`src/rtl/tlik_fifo.sv`:
```
// Short queue between the front and back parts.
// Depends on nothing but its parameters.
`timescale 1ns / 1ps

module tlik_fifo #(
  parameter int WIDTH = 8,
  parameter int DEPTH = 2
) (
  input  logic             clk_i,
  input  logic             rst_ni,
  input  logic             push_i,
  input  logic [WIDTH-1:0] data_i,
  input  logic             pop_i,
  output logic             empty_o,
  output logic [WIDTH-1:0] data_o
);
  localparam int PTR_W = (DEPTH > 1) ? $clog2(DEPTH) : 1;
  localparam int CNT_W = $clog2(DEPTH + 1);

  logic [WIDTH-1:0] mem_q [DEPTH];
  logic [PTR_W-1:0] wr_q, rd_q;
  logic [CNT_W-1:0] cnt_q;
  logic             do_push, do_pop;

  assign empty_o = cnt_q == '0;
  assign do_pop  = pop_i && !empty_o;
  assign do_push = push_i && (cnt_q != CNT_W'(DEPTH) || do_pop);
  assign data_o  = mem_q[rd_q];

  always_ff @(posedge clk_i) begin
    if (do_push) begin
      mem_q[wr_q] <= data_i;
    end
  end

  always_ff @(posedge clk_i or negedge rst_ni) begin
    if (!rst_ni) begin
      wr_q  <= '0;
      rd_q  <= '0;
      cnt_q <= '0;
    end else begin
      if (do_push) begin
        wr_q <= (wr_q == PTR_W'(DEPTH - 1)) ? '0 : wr_q + PTR_W'(1);
      end
      if (do_pop) begin
        rd_q <= (rd_q == PTR_W'(DEPTH - 1)) ? '0 : rd_q + PTR_W'(1);
      end
      if (do_push && !do_pop) begin
        cnt_q <= cnt_q + CNT_W'(1);
      end else if (do_pop && !do_push) begin
        cnt_q <= cnt_q - CNT_W'(1);
      end
    end
  end

endmodule

```
`config.mk`:
```
export PLATFORM = sky130hd
export DESIGN_NAME = tlik_fifo
export DESIGN_NICKNAME = d
export VERILOG_FILES = /design/src/rtl/tlik_fifo.sv
export SDC_FILE = /design/constraint.sdc
export NUM_CORES = 1
export LEC_CHECK = 0
export ABC_AREA = 1
export BUFFER_PORTS_ARGS = -buffer_cell sky130_fd_sc_hd__buf_2
export CORE_MARGIN = 8
export CORE_UTILIZATION = 45
export CTS_BUF_LIST = sky130_fd_sc_hd__clkbuf_16
export CTS_CLUSTER_SIZE = 10
export DETAILED_ROUTE_END_ITERATION = 8
export PLACE_DENSITY = 0.71
export SETUP_SLACK_MARGIN = 0.15
export SLEW_MARGIN = 20
export SYNTH_ARGS = -nofsm -noshare
export SYNTH_HDL_FRONTEND = slang
export SYNTH_SLANG_ARGS = --single-unit
```
`constraint.sdc`:
```
create_clock -name clk_i -period 2.12 [get_ports clk_i]
set_clock_uncertainty 0.2 [all_clocks]
set_input_delay 0.106 -clock clk_i [delete_from_list [all_inputs] [get_ports clk_i]]
set_output_delay 0.106 -clock clk_i [all_outputs]
set_load 0.1 [all_outputs]
```
# Word level (Yosys, flattened, before mapping)
# Memory sizes are Yosys's and may differ from the RTL's.
# Cells that the tools add are included.
# word_totals
reg_bits	4
ramBits	16
in_bits	12
out_inout_bits	9
memories	1
# memory_table
name	depth	word_bits	rd	rd_ports_with_merged_regs	wr	line_no	rtl
mem_q	2	8	1	0	1	20	logic [WIDTH-1:0] mem_q [DEPTH];
# classes
addsub	4
eq_ne	1
n_mux	6
reduce_logical	10
# ops
operator	count
$logic_and A1 B1 Y1	4
$mux W1	4
$mux W2	2
$logic_not A1 Y1	3
$add A1 B1 Y1 const B	2
$add A2 B1 Y2 const B	1
$logic_not A2 Y1	1
$ne A2 B2 Y1 const B	1
$reduce_bool A2 Y1	1
$sub A2 B1 Y2 const B	1
$logic_or A1 B1 Y1	1

# Logic depth before layout (Yosys ltp)
# depth
word_depth	9
depth_mapped	10
ltp_nobuf	10

# Worst setup path before layout
# Ideal clock, no wire load.
# synth_timing
path_kind	reg-to-reg
from	register cnt_q[1]
to	register cnt_q[1]
arrival_time_ps	1889
required_ps	1803
slack_ps	-86
stages_incl_launch_ff	9
synth_period_minus_slack_ps	2206
cell_sequence	dfrtp_1 nor2_2 nor2_2 inv_2 ha_1 inv_1 nand3_1 nand2_1 nand2_1
# synth_via
elab_chain_cells	8
word_cells_on_any_way	15
# synth_lines
element	line_no	rtl
start: declaration	22	logic [CNT_W-1:0] cnt_q;
start signal: assignment	49	cnt_q <= cnt_q + CNT_W'(1);
start signal: assignment	51	cnt_q <= cnt_q - CNT_W'(1);
$logic_not A2 Y1 *	25	assign empty_o = cnt_q == '0;
via empty_o	14	output logic empty_o,
$logic_not A1 Y1 *	26	assign do_pop = pop_i && !empty_o;
$logic_and A1 B1 Y1 *	26	
$logic_or A1 B1 Y1	27	assign do_push = push_i && (cnt_q != CNT_W'(DEPTH) || do_pop);
$logic_and A1 B1 Y1	27	
$logic_not A1 Y1	50	end else if (do_pop && !do_push) begin
$logic_and A1 B1 Y1	50	
$reduce_bool A2 Y1 (no source line)	n/a	
# The timed path passes the listed nets; every way through them passes the cells marked *. The select of a mux whose other input is x is not followed.
# A chain may end at the register's enable or synchronous reset.

# Worst setup path after layout
# layout_timing
from	register rd_q
to	output data_o[1]
# layout_via
elab_chain_cells	1
# layout_lines
element	line_no	rtl
start: declaration	21	logic [PTR_W-1:0] wr_q, rd_q;
start signal: assignment	46	rd_q <= (rd_q == PTR_W'(DEPTH - 1)) ? '0 : rd_q + PTR_W'(1);
$mem_v2 Z2 W8	n/a	
end: declaration	15	output logic [WIDTH-1:0] data_o
# Every way passes these cells.

==> impl_metrics.py <==
metrics = {
    "floorplanning": {
        "core_region_area_mm2": 0.00173,
        "pin_count": 21,
        "start_util_pct": 47.8,
        "die_w_um": 58.8,
        "die_y_um": 58.8,
        "die_area_mm2": 0.00346,
        "rows": 15,
    },
    "grt": {
        "grt_max_degree": 13,
        "grt_usage_pct": 11.9,
        "grt_pass1_wl_mm": 2.90,
        "grt_pass1_vias": 660,
        "antenna_found_initial": 0,
        "grt_overflow": 0,
    },
    "layout": {
        "fillCellCount": 132,
        "fin_area_mm2": 0.00117,
        "final_common_cell": "nand2_1",
        "nets": 123,
        "layout_common_cells": "nand2_1 (32), buf_2 (20), edfxtp_1 (16), dlygate4sd3_1 (11), inv_1 (8)",
        "drive_above_1_share_pct": 29.4,
        "final_cells": 134,
        "antenna_cells": 0,
        "synthToLayoutAreaGrowth_pct": 42.1,
    },
    "logic_synthesis": {
        "syn_nets": 87,
        "synth_seq_cells": 20,
        "yosysUniqueCellTypes": 14,
        "synth_area_um2": 826,
        "yosysWarnings": 0,
        "synthesis.instances": 74,
        "avgSynthCellArea_um2": 11.2,
        "yosysSeqAreaShare_pct": 70.3,
    },
    "clock_tree": {
        "cts_tree": "yes",
        "cts_max_level": 1,
        "clkSinkCount": 20,
        "clock_path_buffers": 2,
        "path_clk_slew_ns": 0.06,
        "cts_buffers": 3,
        "clk_latency_ns": 0.25,
        "clockRootBuffer": "clkbuf_16",
        "cts_resized": 0,
    },
    "timing": {
        "setup_ws_ns": 0.263,
        "hold_viol": 0,
        "rsz0062_at_grt": "no",
        "period_needed_ns": 1.86,
        "fin_tns_setup_ns": 0,
        "fmax_mhz": 538,
        "finalSetupViolCount": 0,
        "fin_crit_sh_pct": 87.6,
        "maxSlewViolCount": 0,
        "worstMarginPinSlew_ns": 0.495,
        "relSlewSlack_pct": 67.2,
    },
    "routing": {
        "vias_per_cell": 4.64,
        "drt-total-wl_mm": 1.80,
        "post-route-drc-count": 0,
        "dr.pass1.iters": 4,
        "wl_per_cell_um": 13.4,
        "ant_nets": 0,
        "drt_iter0_markers": 15,
        "num_vias": 622,
    },
    "critical_path": {
        "cp_common_cell": "nand2_1",
        "cp_num_buf_inv": 2,
        "crit_slowest_cell": "dfrtp_1",
        "path_cells": "inv_2 > nand2_1 > nand2_1 > buf_2",
        "slowest_delay_ns": 0.52,
        "endpoint_kind": "output pin",
        "start_kind": "flop",
        "worst_ep_arrival_time_ns": 1.55,
        "path_class": "reg -> out",
        "cp_max_fo": 10,
        "cp_top_family": "buffers and inverters",
        "required_ns": 1.81,
    },
    "flow_run": {
        "maxCapViolCount": 0,
    },
    "status": {
        "status": "completed",
    },
    "placement": {
        "place_hpwl_mm": 1.10,
        "gp_congestion": 0.697,
        "dpl-instance-area_um2": 958,
        "pre_cts_slack_ns": 0.522,
        "dp.cells": 119,
        "portBuffers": 20,
    },
    "hold_path": {
        "hp-class": "in -> reg",
    },
}
-- worst min-delay path, delay by kind of cell --
kind / cells / cell delay, ns
simple gates: 3 / 0.18
buf+inv: 2 / 0.19
-- Yosys cell counts, drive strengths merged --
cell / instances / area, um^2
xnor2: 1 / 8.76
buf: 1 / 11.3
ha: 1 / 12.5
inv: 10 / 37.5
nand3: 3 / 20.0
nand4: 1 / 6.26
nor2: 3 / 16.3
nand2: 34 / 133
edfxtp: 16 / 480
dfrtp: 4 / 100
-- final cells by class --
| class | count | area (um^2) | share of cell area (%) |
|---|---|---|---|
| Clock buffer | 3 | 75.1 | 6.40 |
| Clock inverter | 1 | 30.0 | 2.56 |
| Multi-Input combinational cell | 43 | 201 | 17.2 |
| Tap cell | 25 | 31.3 | 2.67 |
| Sequential cell | 20 | 581 | 49.5 |
| Timing Repair Buffer | 32 | 218 | 18.6 |
| Inverter | 10 | 37.5 | 3.20 |
-- logic make-up after synthesis --
logic type	synth area share (%)
and+or+nand+nor	21.2
DFF	70.3
buffers and inverters	5.91
xor gates and xnor gates	1.06
adders and majority gates	1.51
-- what timing repair did --
item | in CTS | in global routing
setup buffers | 0 | 0
endpoints found under the hold margin | 21 | 0
hold buffers | 11 | 0
-- metal layers --
metal | GRT usage, % | vias to the layer above | routed length, um
met5 | 0 | - | 0
met4 | 7.85 | 0 | 44
met3 | 5.87 | 5 | 141
met2 | 19.2 | 23 | 926
met1 | 11.8 | 289 | 689
li1 | - | 305 | -
-- sequential cells by signal, indices dropped and copies added, names as in the netlist --
signal and flops:
wr_q 1, mem_q 16, cnt_q 2, rd_q 1
-- worst paths after layout --
| kind | from | end | slack, ns | cells past startpoint |
|---|---|---|---|---|
| setup reg to reg | cnt_q[0] | cnt_q[1] | 0.46 | 9 |
| min in group asynchronous | rst_ni | rd_q | 0.58 | 3 |
| hold reg to reg | wr_q | wr_q | 0.30 | 2 |
| max in group asynchronous | rst_ni | wr_q | 0.95 | 3 |
| setup / recovery | rd_q | data_o[1] | 0.26 | 4 |
| hold / removal | pop_i | rd_q | 0.06 | 5 |
-- per-stage QoR --
step / hold WS, ns / utilization (%)
6_report: 0.0566 / 68.0
2_1_floorplan: -0.390 / -
3_3_place_gp: -0.279 / 55.5
5_1_grt: 0.0856 / 68.0
4_1_cts: 0.0594 / 68.0
3_5_place_dp: -0.275 / 55.5
Power is left out: the tool's default activity adds up to more than one toggle a clock period on the data nets, which glitch-free logic cannot reach.
